<file path="config.mk">
export PLATFORM = sky130hd
export DESIGN_NAME = sync_checksum_packet_deframer
export DESIGN_NICKNAME = d
export VERILOG_FILES = /design/src/design/scd_pkg.sv /design/src/design/scd_front.sv /design/src/design/scd_back.sv /design/src/design/sync_checksum_packet_deframer.sv
export VERILOG_INCLUDE_DIRS = /design/src /design/src/design
export SDC_FILE = /design/constraint.sdc
export NUM_CORES = 1
export LEC_CHECK = 0
export ABC_AREA = 1
export BUFFER_PORTS_ARGS = -buffer_cell sky130_fd_sc_hd__buf_2
export CORE_MARGIN = 8
export CORE_UTILIZATION = 51
export DETAILED_ROUTE_END_ITERATION = 8
export MAX_ROUTING_LAYER = met4
export PLACE_DENSITY = 0.76
export SLEW_MARGIN = 20
export SYNTH_ARGS = -nofsm -noshare
export SYNTH_HDL_FRONTEND = slang
export SYNTH_SLANG_ARGS = --single-unit
</file>
<file path="constraint.sdc">
create_clock -name clk_i -period 4.7 [get_ports clk_i]
set_input_delay 0.94 -clock clk_i [delete_from_list [all_inputs] [get_ports clk_i]]
set_output_delay 0.94 -clock clk_i [all_outputs]
set_load 0.05 [all_outputs]
</file>
<file path="src/design/sync_checksum_packet_deframer_macros.svh">
// Assertion macros for the packet deframer.
// Included by the top level; no other dependencies.
`ifndef SYNC_CHECKSUM_PACKET_DEFRAMER_MACROS_SVH
`define SYNC_CHECKSUM_PACKET_DEFRAMER_MACROS_SVH
`ifndef SYNTHESIS
`define SCD_ASSERT(lbl, prop, msg) \
  lbl: assert property (@(posedge clk_i) disable iff (!rst_ni) (prop)) else $error(msg);
`define SCD_ASSERT_ALWAYS(lbl, prop, msg) \
  lbl: assert property (@(posedge clk_i) (prop)) else $error(msg);
`else
`define SCD_ASSERT(lbl, prop, msg)
`define SCD_ASSERT_ALWAYS(lbl, prop, msg)
`endif
`endif

</file>
<file path="src/design/scd_pkg.sv">
// Shared types and constants for the packet deframer.
// No dependencies.
package scd_pkg;

  localparam int unsigned KeptLen   = 5;
  localparam int unsigned QueueDepth = 2;

  localparam logic [7:0] FirstSyncReset  = 8'd170;
  localparam logic [7:0] SecondSyncReset = 8'd85;
  localparam logic [8:0] TypeLimitReset  = 9'd16;

  localparam logic [2:0] PosSync1 = 3'd0;
  localparam logic [2:0] PosSync2 = 3'd1;
  localparam logic [2:0] PosType  = 3'd2;
  localparam logic [2:0] PosCheck = 3'd7;
  localparam logic [2:0] PosData0 = 3'd3;

  localparam logic [1:0] ReqByte  = 2'd0;
  localparam logic [1:0] ReqFetch = 2'd1;
  localparam logic [1:0] ReqAck   = 2'd2;

  typedef enum logic [1:0] {
    REG_FIRST_SYNC  = 2'd0,
    REG_SECOND_SYNC = 2'd1,
    REG_TYPE_LIMIT  = 2'd2
  } reg_idx_e;

  typedef enum logic [1:0] {
    OP_BYTE   = 2'd0,
    OP_FETCH  = 2'd1,
    OP_ACK    = 2'd2,
    OP_IGNORE = 2'd3
  } op_e;

  typedef struct packed {
    op_e        op;
    logic [7:0] rx_byte;
  } item_t;

  typedef struct packed {
    logic  valid;
    item_t item;
  } front_out_t;

  typedef struct packed {
    logic [7:0] first_sync;
    logic [7:0] second_sync;
    logic [8:0] type_limit;
  } cfg_t;

endpackage

</file>
<file path="src/design/scd_front.sv">
// Front end: accepts requests, decodes them and queues them for the back end.
// Depends on scd_pkg.
module scd_front (
  input  logic                clk_i,
  input  logic                rst_ni,
  input  logic                in_valid_i,
  output logic                in_stall_o,
  input  logic [1:0]          req_type_i,
  input  logic [7:0]          rx_byte_i,
  output scd_pkg::front_out_t front_o,
  input  logic                pop_i
);

  localparam int unsigned PtrW = $clog2(scd_pkg::QueueDepth);
  localparam int unsigned CntW = $clog2(scd_pkg::QueueDepth + 1);

  scd_pkg::item_t      entry_q [scd_pkg::QueueDepth];
  logic [PtrW-1:0]     wr_ptr_q, wr_ptr_d;
  logic [PtrW-1:0]     rd_ptr_q, rd_ptr_d;
  logic [CntW-1:0]     count_q, count_d;
  scd_pkg::op_e        op;
  logic                push, pop;

  always_comb begin
    unique case (req_type_i)
      scd_pkg::ReqByte:  op = scd_pkg::OP_BYTE;
      scd_pkg::ReqFetch: op = scd_pkg::OP_FETCH;
      scd_pkg::ReqAck:   op = scd_pkg::OP_ACK;
      default:           op = scd_pkg::OP_IGNORE;
    endcase
  end

  assign in_stall_o = (count_q == CntW'(scd_pkg::QueueDepth));
  assign push       = in_valid_i && !in_stall_o;
  assign pop        = pop_i && (count_q != '0);

  always_comb begin
    wr_ptr_d = wr_ptr_q;
    rd_ptr_d = rd_ptr_q;
    count_d  = count_q;
    if (push) begin
      wr_ptr_d = (wr_ptr_q == PtrW'(scd_pkg::QueueDepth - 1)) ? '0 : wr_ptr_q + 1'b1;
    end
    if (pop) begin
      rd_ptr_d = (rd_ptr_q == PtrW'(scd_pkg::QueueDepth - 1)) ? '0 : rd_ptr_q + 1'b1;
    end
    if (push && !pop) begin
      count_d = count_q + 1'b1;
    end else if (pop && !push) begin
      count_d = count_q - 1'b1;
    end
  end

  always_ff @(posedge clk_i or negedge rst_ni) begin
    if (!rst_ni) begin
      wr_ptr_q <= '0;
      rd_ptr_q <= '0;
      count_q  <= '0;
    end else begin
      wr_ptr_q <= wr_ptr_d;
      rd_ptr_q <= rd_ptr_d;
      count_q  <= count_d;
    end
  end

  always_ff @(posedge clk_i) begin
    if (push) begin
      entry_q[wr_ptr_q] <= '{op: op, rx_byte: rx_byte_i};
    end
  end

  assign front_o.valid = (count_q != '0);
  assign front_o.item  = entry_q[rd_ptr_q];

endmodule

</file>
<file path="src/design/scd_back.sv">
// Back end: frame parser, holding slot and registered result stage.
// Depends on scd_pkg.
module scd_back (
  input  logic                clk_i,
  input  logic                rst_ni,
  input  scd_pkg::cfg_t       cfg_i,
  input  scd_pkg::front_out_t front_i,
  output logic                pop_o,
  output logic                out_valid_o,
  input  logic                out_stall_i,
  output logic                slot_full_o,
  output logic                fetched_o,
  output logic [7:0]          packet_kind_o,
  output logic [7:0]          payload_a_o,
  output logic [7:0]          payload_b_o,
  output logic [7:0]          payload_c_o,
  output logic [7:0]          payload_d_o
);

  logic [2:0] pos_q, pos_d;
  logic [7:0] asm_q  [scd_pkg::KeptLen];
  logic [7:0] held_q [scd_pkg::KeptLen];
  logic [7:0] sum_q, sum_d;
  logic       held_valid_q, held_valid_d;
  logic       out_valid_q;
  logic       ready, take;
  logic       is_byte, asm_we, hold_we, do_fetch;
  logic [2:0] asm_idx;
  logic [7:0] b;

  assign ready   = !out_valid_q || !out_stall_i;
  assign take    = ready && front_i.valid;
  assign pop_o   = ready;
  assign b       = front_i.item.rx_byte;
  assign is_byte = take && (front_i.item.op == scd_pkg::OP_BYTE);
  assign asm_idx = pos_q - scd_pkg::PosType;

  always_comb begin
    pos_d        = pos_q;
    sum_d        = sum_q;
    held_valid_d = held_valid_q;
    asm_we       = 1'b0;
    hold_we      = 1'b0;
    do_fetch     = 1'b0;
    if (take) begin
      case (front_i.item.op)
        scd_pkg::OP_BYTE: begin
          case (pos_q)
            scd_pkg::PosSync1: pos_d = (b == cfg_i.first_sync) ? scd_pkg::PosSync2
                                                               : scd_pkg::PosSync1;
            scd_pkg::PosSync2: pos_d = (b == cfg_i.second_sync) ? scd_pkg::PosType
                                                                : scd_pkg::PosSync1;
            scd_pkg::PosType: begin
              if ({1'b0, b} < cfg_i.type_limit) begin
                asm_we = 1'b1;
                pos_d  = scd_pkg::PosData0;
              end else begin
                pos_d = scd_pkg::PosSync1;
              end
            end
            scd_pkg::PosCheck: begin
              if (sum_q == b && !held_valid_q) begin
                hold_we      = 1'b1;
                held_valid_d = 1'b1;
              end
              pos_d = scd_pkg::PosSync1;
            end
            default: begin
              asm_we = 1'b1;
              sum_d  = (pos_q == scd_pkg::PosData0) ? b : sum_q + b;
              pos_d  = pos_q + 3'd1;
            end
          endcase
        end
        scd_pkg::OP_FETCH: begin
          if (held_valid_q) begin
            do_fetch     = 1'b1;
            held_valid_d = 1'b0;
          end
        end
        scd_pkg::OP_ACK: held_valid_d = 1'b0;
        default: ;
      endcase
    end
  end

  always_ff @(posedge clk_i or negedge rst_ni) begin
    if (!rst_ni) begin
      pos_q        <= scd_pkg::PosSync1;
      held_valid_q <= 1'b0;
      out_valid_q  <= 1'b0;
    end else begin
      pos_q        <= pos_d;
      held_valid_q <= held_valid_d;
      if (ready) begin
        out_valid_q <= front_i.valid;
      end
    end
  end

  always_ff @(posedge clk_i) begin
    sum_q <= sum_d;
    if (is_byte && asm_we) begin
      asm_q[asm_idx] <= b;
    end
    if (hold_we) begin
      held_q <= asm_q;
    end
    if (take) begin
      slot_full_o   <= held_valid_d;
      fetched_o     <= do_fetch;
      packet_kind_o <= do_fetch ? held_q[0] : 8'd0;
      payload_a_o   <= do_fetch ? held_q[1] : 8'd0;
      payload_b_o   <= do_fetch ? held_q[2] : 8'd0;
      payload_c_o   <= do_fetch ? held_q[3] : 8'd0;
      payload_d_o   <= do_fetch ? held_q[4] : 8'd0;
    end
  end

  assign out_valid_o = out_valid_q;

endmodule

</file>
<file path="src/design/sync_checksum_packet_deframer.sv">
// Top level of the packet deframer: APB registers, front end and back end.
// Depends on scd_pkg, scd_front, scd_back and the assertion macro header.
//
//  channel | handshake               | payload
//  in      | in_valid_i / in_stall_o | req_type_i, rx_byte_i
//  out     | out_valid_o / out_stall_i | slot_full_o, fetched_o, packet_kind_o,
//          |                         | payload_a_o .. payload_d_o
//  cfg     | psel/penable/pwrite     | paddr, pwdata, prdata
//
// One request per cycle while in_stall_o is low; a taken request enters the two-entry
// queue, is parsed by the back end and its result is registered onto the outputs.
// The queue absorbs output stalls; in_stall_o rises only when both entries are full.
// Reset clears the parser position, the slot flag, the queue and the output valid;
// configuration returns to sync 0xAA, 0x55 and a type limit of 16.
`include "sync_checksum_packet_deframer_macros.svh"
module sync_checksum_packet_deframer (
  input  logic        clk_i,
  input  logic        rst_ni,
  input  logic        in_valid_i,
  output logic        in_stall_o,
  input  logic [1:0]  req_type_i,
  input  logic [7:0]  rx_byte_i,
  output logic        out_valid_o,
  input  logic        out_stall_i,
  output logic        slot_full_o,
  output logic        fetched_o,
  output logic [7:0]  packet_kind_o,
  output logic [7:0]  payload_a_o,
  output logic [7:0]  payload_b_o,
  output logic [7:0]  payload_c_o,
  output logic [7:0]  payload_d_o,
  input  logic        psel,
  input  logic        penable,
  input  logic        pwrite,
  input  logic [3:0]  paddr,
  input  logic [31:0] pwdata,
  output logic [31:0] prdata,
  output logic        pready
);

  scd_pkg::cfg_t       cfg_q;
  scd_pkg::front_out_t front;
  scd_pkg::reg_idx_e   reg_idx;
  logic                pop;
  logic                wr_en;
  logic                data_zero;

  assign pready  = 1'b1;
  assign reg_idx = scd_pkg::reg_idx_e'(paddr[3:2]);
  assign wr_en   = psel && penable && pwrite && pready;

  always_ff @(posedge clk_i or negedge rst_ni) begin
    if (!rst_ni) begin
      cfg_q.first_sync  <= scd_pkg::FirstSyncReset;
      cfg_q.second_sync <= scd_pkg::SecondSyncReset;
      cfg_q.type_limit  <= scd_pkg::TypeLimitReset;
    end else if (wr_en) begin
      unique case (reg_idx)
        scd_pkg::REG_FIRST_SYNC:  cfg_q.first_sync  <= pwdata[7:0];
        scd_pkg::REG_SECOND_SYNC: cfg_q.second_sync <= pwdata[7:0];
        scd_pkg::REG_TYPE_LIMIT:  cfg_q.type_limit  <= pwdata[8:0];
        default: ;
      endcase
    end
  end

  always_comb begin
    unique case (reg_idx)
      scd_pkg::REG_FIRST_SYNC:  prdata = {24'd0, cfg_q.first_sync};
      scd_pkg::REG_SECOND_SYNC: prdata = {24'd0, cfg_q.second_sync};
      scd_pkg::REG_TYPE_LIMIT:  prdata = {23'd0, cfg_q.type_limit};
      default:                  prdata = 32'd0;
    endcase
  end

  scd_front u_front (
    .clk_i      (clk_i),
    .rst_ni     (rst_ni),
    .in_valid_i (in_valid_i),
    .in_stall_o (in_stall_o),
    .req_type_i (req_type_i),
    .rx_byte_i  (rx_byte_i),
    .front_o    (front),
    .pop_i      (pop)
  );

  scd_back u_back (
    .clk_i         (clk_i),
    .rst_ni        (rst_ni),
    .cfg_i         (cfg_q),
    .front_i       (front),
    .pop_o         (pop),
    .out_valid_o   (out_valid_o),
    .out_stall_i   (out_stall_i),
    .slot_full_o   (slot_full_o),
    .fetched_o     (fetched_o),
    .packet_kind_o (packet_kind_o),
    .payload_a_o   (payload_a_o),
    .payload_b_o   (payload_b_o),
    .payload_c_o   (payload_c_o),
    .payload_d_o   (payload_d_o)
  );

  assign data_zero = ({packet_kind_o, payload_a_o, payload_b_o, payload_c_o, payload_d_o}
                      == 40'd0);

  `SCD_ASSERT(a_fetch_empties_slot, (out_valid_o && fetched_o) |-> !slot_full_o, "slot full")
  `SCD_ASSERT(a_idle_fields_zero, (out_valid_o && !fetched_o) |-> data_zero, "data without fetch")
  `SCD_ASSERT_ALWAYS(a_stall_needs_work, in_stall_o |-> front.valid, "stall with empty queue")

endmodule
</file>
# Word-level counts from Yosys, hierarchy flattened
# Memories as Yosys holds them, arrays and structs flattened.
# Index checks and enable logic that the tools add are counted.
# Widths: inputs -> output; s select.
# classes
n_lt_le_gt_ge,3
n_bitwise,2
n_eq_ne,14
addsub,7
muxes,31
reduce_logical,31
# ops
op,n
$bwmux 40,1
$pmux 9 s3,1
$demux 8 s3,1
$eq 8x8->1,3
$mux 1,18
$mux 8,2
$pmux 3 s4,1
$logic_and 1x1->1,10
$lt 8x9->1,1
$add 8x8->8,1
$eq 2x2->1 const B,4
$mux 2,4
$reduce_and 2->1,4
$eq 2x1->1 const B,3
$eq 3x2->1 const B,2
$logic_not 1->1,6
$logic_not 2->1,3
$pmux 2 s3,1
$ge 4x4->1 const B,1
$lt 4x1->1 const B,1
$not 3->4,1
$pmux 1 s2,2
$reduce_bool 2->1,2
$reduce_or 4->1,1
other kinds (13),14
# totals
memories,1
reg_bits,164
out_inout_bits,77
input_bits,53
ramBits,20
wordCells,116
# mem_list
name,words,word_bits,read_ports,rd_clocked_by_memory_dff,wr,line_no,source
u_front.entry_q,2,10,1,0,1,scd_front.sv:17,scd_pkg::item_t entry_q [scd_pkg::QueueDepth];

# Logic depth before layout (Yosys ltp)
# depth
depth_word,7
ltp_mapped,16
ltp_nobuf,15

# Hierarchy
# A second synthesis with hierarchy kept.
# hier_totals
hier_cells,720
hier_area_um2,7966.4
# by_module_without_submodules
module,area_each_um2,cells_each,instances
scd_back,5622.9,456,1
sync_checksum_packet_deframer,1367.6,178,1
scd_front,975.9,86,1

# Worst setup path after synthesis
# No wires, ideal clock.
# synth_timing
path_type,input -> register
from,input port out_stall_i
to,register u_back.held_q[0] (netlist name) (enable)
setup_ps,487
cell_stages,5
arrival_ps,5101
slack_ps,-888
n_path_buf,0
cell_sequence,nand2_1 > o21ai_2 > inv_1 > nand2_2 > nor3_1
# synth_via
elab_chain_len,4
# synth_lines
element,line_no,source
from (decl),sync_checksum_packet_deframer.sv:24,"input logic out_stall_i,"
$logic_not 1->1,scd_back.sv:31,assign ready = !out_valid_q || !out_stall_i;
$logic_or 1x1->1,scd_back.sv:31,
$logic_and 1x1->1,scd_back.sv:32,assign take = ready && front_i.valid;
named net u_back.take,scd_back.sv:26,"logic ready, take;"
$mux 1,scd_back.sv:45,if (take) begin
named net u_back.hold_we,scd_back.sv:27,"logic is_byte, asm_we, hold_we, do_fetch;"
to (signal assigned),scd_back.sv:107,held_q <= asm_q;
to (decl),scd_back.sv:22,logic [7:0] held_q [scd_pkg::KeptLen];
# The timed path passes the listed nets, and every way through them passes these cells.
# A chain may end at the register's enable or synchronous reset.

==> results.py <==
metrics = {
    "sta": {
        "fin_setup_tns_ps": 0,
        "fin_crit_ps": 3540,
        "fin_skew_ps": 14.6,
        "final-max-slew-violation-count": 0,
        "setup_violations": 0,
        "hold_viol": 0,
        "period_share": 0.752,
        "grt_setup_unrepaired": "no",
        "maxSlewHeadroom": 0.268,
        "max_freq_ghz": 0.283,
        "worst_pin_slew_ps": 1090,
    },
    "worst_setup_path": {
        "criticalPathCategory": "flip-flop to flip-flop",
        "worst_path_dominant_cell_family": "simple AND/OR/NAND/NOR gates",
        "cp.arrival_ps": 3590,
        "path_buf_inv": 2,
        "critPathMaxStageDelay_ps": 590,
        "crit_top_cell": "nand2_1",
        "cp-start-kind": "flip-flop",
        "cp_max_fo": 40,
        "r2r-end": "u_back.held_q[10]",
        "cp_cell_sequence": "inv_2 > nand2_1 > nand2_1 > ha_1 > or2_2 > nor4_1 > nand2_1 > nor3_4 > buf_4",
        "cp.required_ps": 4760,
        "regToRegSetupSlack_ps": 1160,
        "cp_slowest_cell": "dfrtp_1",
        "cp-end-kind": "flip-flop",
        "timing.rr.start": "u_front.rd_ptr_q",
        "reg2reg_depth": 9,
        "cp-startpoint": "u_front.rd_ptr_q",
    },
    "cells_and_area": {
        "layout_commonest_cell": "edfxtp_1",
        "post-route-util": 0.589,
        "insertedDiodeCount": 0,
        "post_layout_nonfiller_instances": 959,
        "layout-drive-gt1-share": 0.184,
        "final_cell_mix": "150 x edfxtp_1, 128 x nand2_1, 102 x inv_1",
        "final_nets": 834,
        "synthToLayoutAreaGrowth_pct": 14.0,
    },
    "yosys": {
        "synth_compound_area_frac": 0.0477,
        "synth_top_family_by_area": "simple AND/OR/NAND/NOR gates",
        "synth.area.mux_share": 0,
        "synth_area_leaders": "edfxtp_1 58%, dfrtp_1 8.1%, nand2_1 6.2%, inv_1 5.0%, ha_1 3.4%",
        "synth_top_area_share": 0.580,
        "syn_inst": 668,
        "yosys.area_share.simple": 0.130,
        "ys_seq_elements": 184,
        "synth_area_leader_cell": "edfxtp_1",
        "synthXorXnorAreaFrac": 0.0111,
        "netlist_area_mm2": 0.00776,
        "synth_fa_ha_area_frac": 0.0364,
        "ys_seq_area_frac": 0.691,
        "ys_warn_count": 0,
        "syn-mean-instance-area_um2": 11.6,
        "ys_types": 36,
    },
    "grt": {
        "grt_pass1_vias": 4601,
        "antenna_found_initial": 0,
        "grt_pass1_wl_um": 22900,
        "grt-ovfl-total": 0,
        "grtUsageTotal": 0.156,
        "grt_max_degree": 45,
    },
    "floorplan": {
        "fp.dieW_um": 139,
        "num_io_pins": 130,
        "die_h_um": 139,
        "die_area_mm2": 0.0194,
        "start_util": 0.516,
        "coreArea_mm2": 0.0150,
        "fp-row-count": 45,
    },
    "clock_tree": {
        "cts_tree": "yes",
        "postCtsHoldBufs": 0,
        "clock_path_buffers": 2,
        "clkTransAtPathRegs_ps": 60,
        "cts-root-buf": "clkbuf_16",
        "h-tree-depth": 4,
        "post-cts-setup-buffer-count": 0,
        "clock-sinks": 184,
        "insertion_delay_ps": 430,
        "cts_inserted_buffers": 17,
        "cts_resized": 0,
    },
    "status": {
        "status": "finished clean",
    },
    "pwr": {
        "vdd_ir_drop_max_mv": 0.358,
        "p_leak_nw": 3.89,
        "p_per_area_mw_per_mm2": 637,
        "total_power_w": 0.00564,
    },
    "placement": {
        "gp_congestion": 0.877,
        "dp.cells": 928,
        "dp_hpwl_um": 9660,
        "io_buffers": 80,
    },
    "min_path": {
        "holdPathStages": 0,
        "hp-start": "u_back.asm_q[8]",
        "min_to": "u_back.held_q[8]",
        "holdCritPathClass": "flip-flop to flip-flop",
    },
    "route": {
        "drc": 0,
        "post_drt_wl_per_cell_um": 14.7,
        "wl_um": 14100,
        "postRouteAntennaNets": 0,
        "vias_per_cell": 4.90,
        "via_count": 4700,
        "drt_iter0_drc": 227,
        "dr.pass1.iters": 5,
    },
    "run": {
        "max_cap_violations": 0,
    },
}
## logic make-up after synthesis
| logic type | count (synthesis) |
|---|---|
| simple gates | 245 |
| flops | 184 |
| buf+inv | 143 |
| compound gates | 63 |
| fa+ha+maj | 22 |
| xor+xnor | 9 |
| other cells | 2 |
## routing by layer
metal	GRT usage	share of wire	up-vias
li1	-	-	2344
met1	0.193	0.47	2178
met2	0.237	0.45	164
met3	0.0513	0.068	14
met4	0.0537	0.011	0
met5	-	0	-
## flip-flops by register name, summed over array words and instances (netlist names), 20 cells and up
signal / cells
u_back.asm_q: 40
cfg_q: 25
u_back.held_q: 40
u_front.entry_q: 20
## through the flow
stage / instance area, um2 / hold slack, ps / setup slack [ps]
floorplan: 7850 / 400 / 338
global placement: 8300 / 401 / 1280
detailed placement: 8300 / 405 / 1170
CTS: 8850 / 411 / 1160
global route: 8850 / 422 / 926
finish: 8850 / 412 / 1160
## synth_stat cells (all sizes together)
cell    number
a21o         1
a21oi       10
a31o         1
a31oi        5
and3         1
buf         31
clkbuf       5
conb         2
dfrtp       25
dfstp        9
edfxtp     150
fa           1
ha          21
inv        107
nand2      132
nand3       19
nand3b       3
nand4        7
nor2        73
nor3         6
nor4         1
o211ai       2
o21ai       35
o21bai       1
o221ai       7
o22ai        1
or2          3
xnor2        2
xor2         7
## how the worst max path moves through the flow
stage,to,cells past startpoint
3_5_place_dp,u_back.held_q[2],9
4_1_cts,u_back.held_q[10],9
2_1_floorplan,u_back.held_q[0],5
5_1_grt,u_back.held_q[10],9
3_3_place_gp,u_back.held_q[2],9
6_report,u_back.held_q[10],9
## power breakdown
| group | switching, W | internal [W] | leakage [nW] | total (W) |
|---|---|---|---|---|
| combinational | 0.00151 | 0.000482 | 1.81 | 0.00199 |
| clock | 0.000599 | 0.000735 | 0.264 | 0.00133 |
| sequential | 0.000130 | 0.00219 | 1.82 | 0.00232 |
| total | 0.00224 | 0.00340 | 3.89 | 0.00564 |
## final cells by class
| cell class | count | area, um2 |
|---|---|---|
| Fill cell | 1189 | 6180 |
| Sequential cell | 184 | 5370 |
| Tap cell | 188 | 235 |
| Clock buffer | 19 | 433 |
| Timing Repair Buffer | 86 | 445 |
| Multi-Input combinational cell | 363 | 1850 |
| Inverter | 107 | 402 |
| Clock inverter | 12 | 118 |
Note: power is estimated with default switching activity, not from simulation.
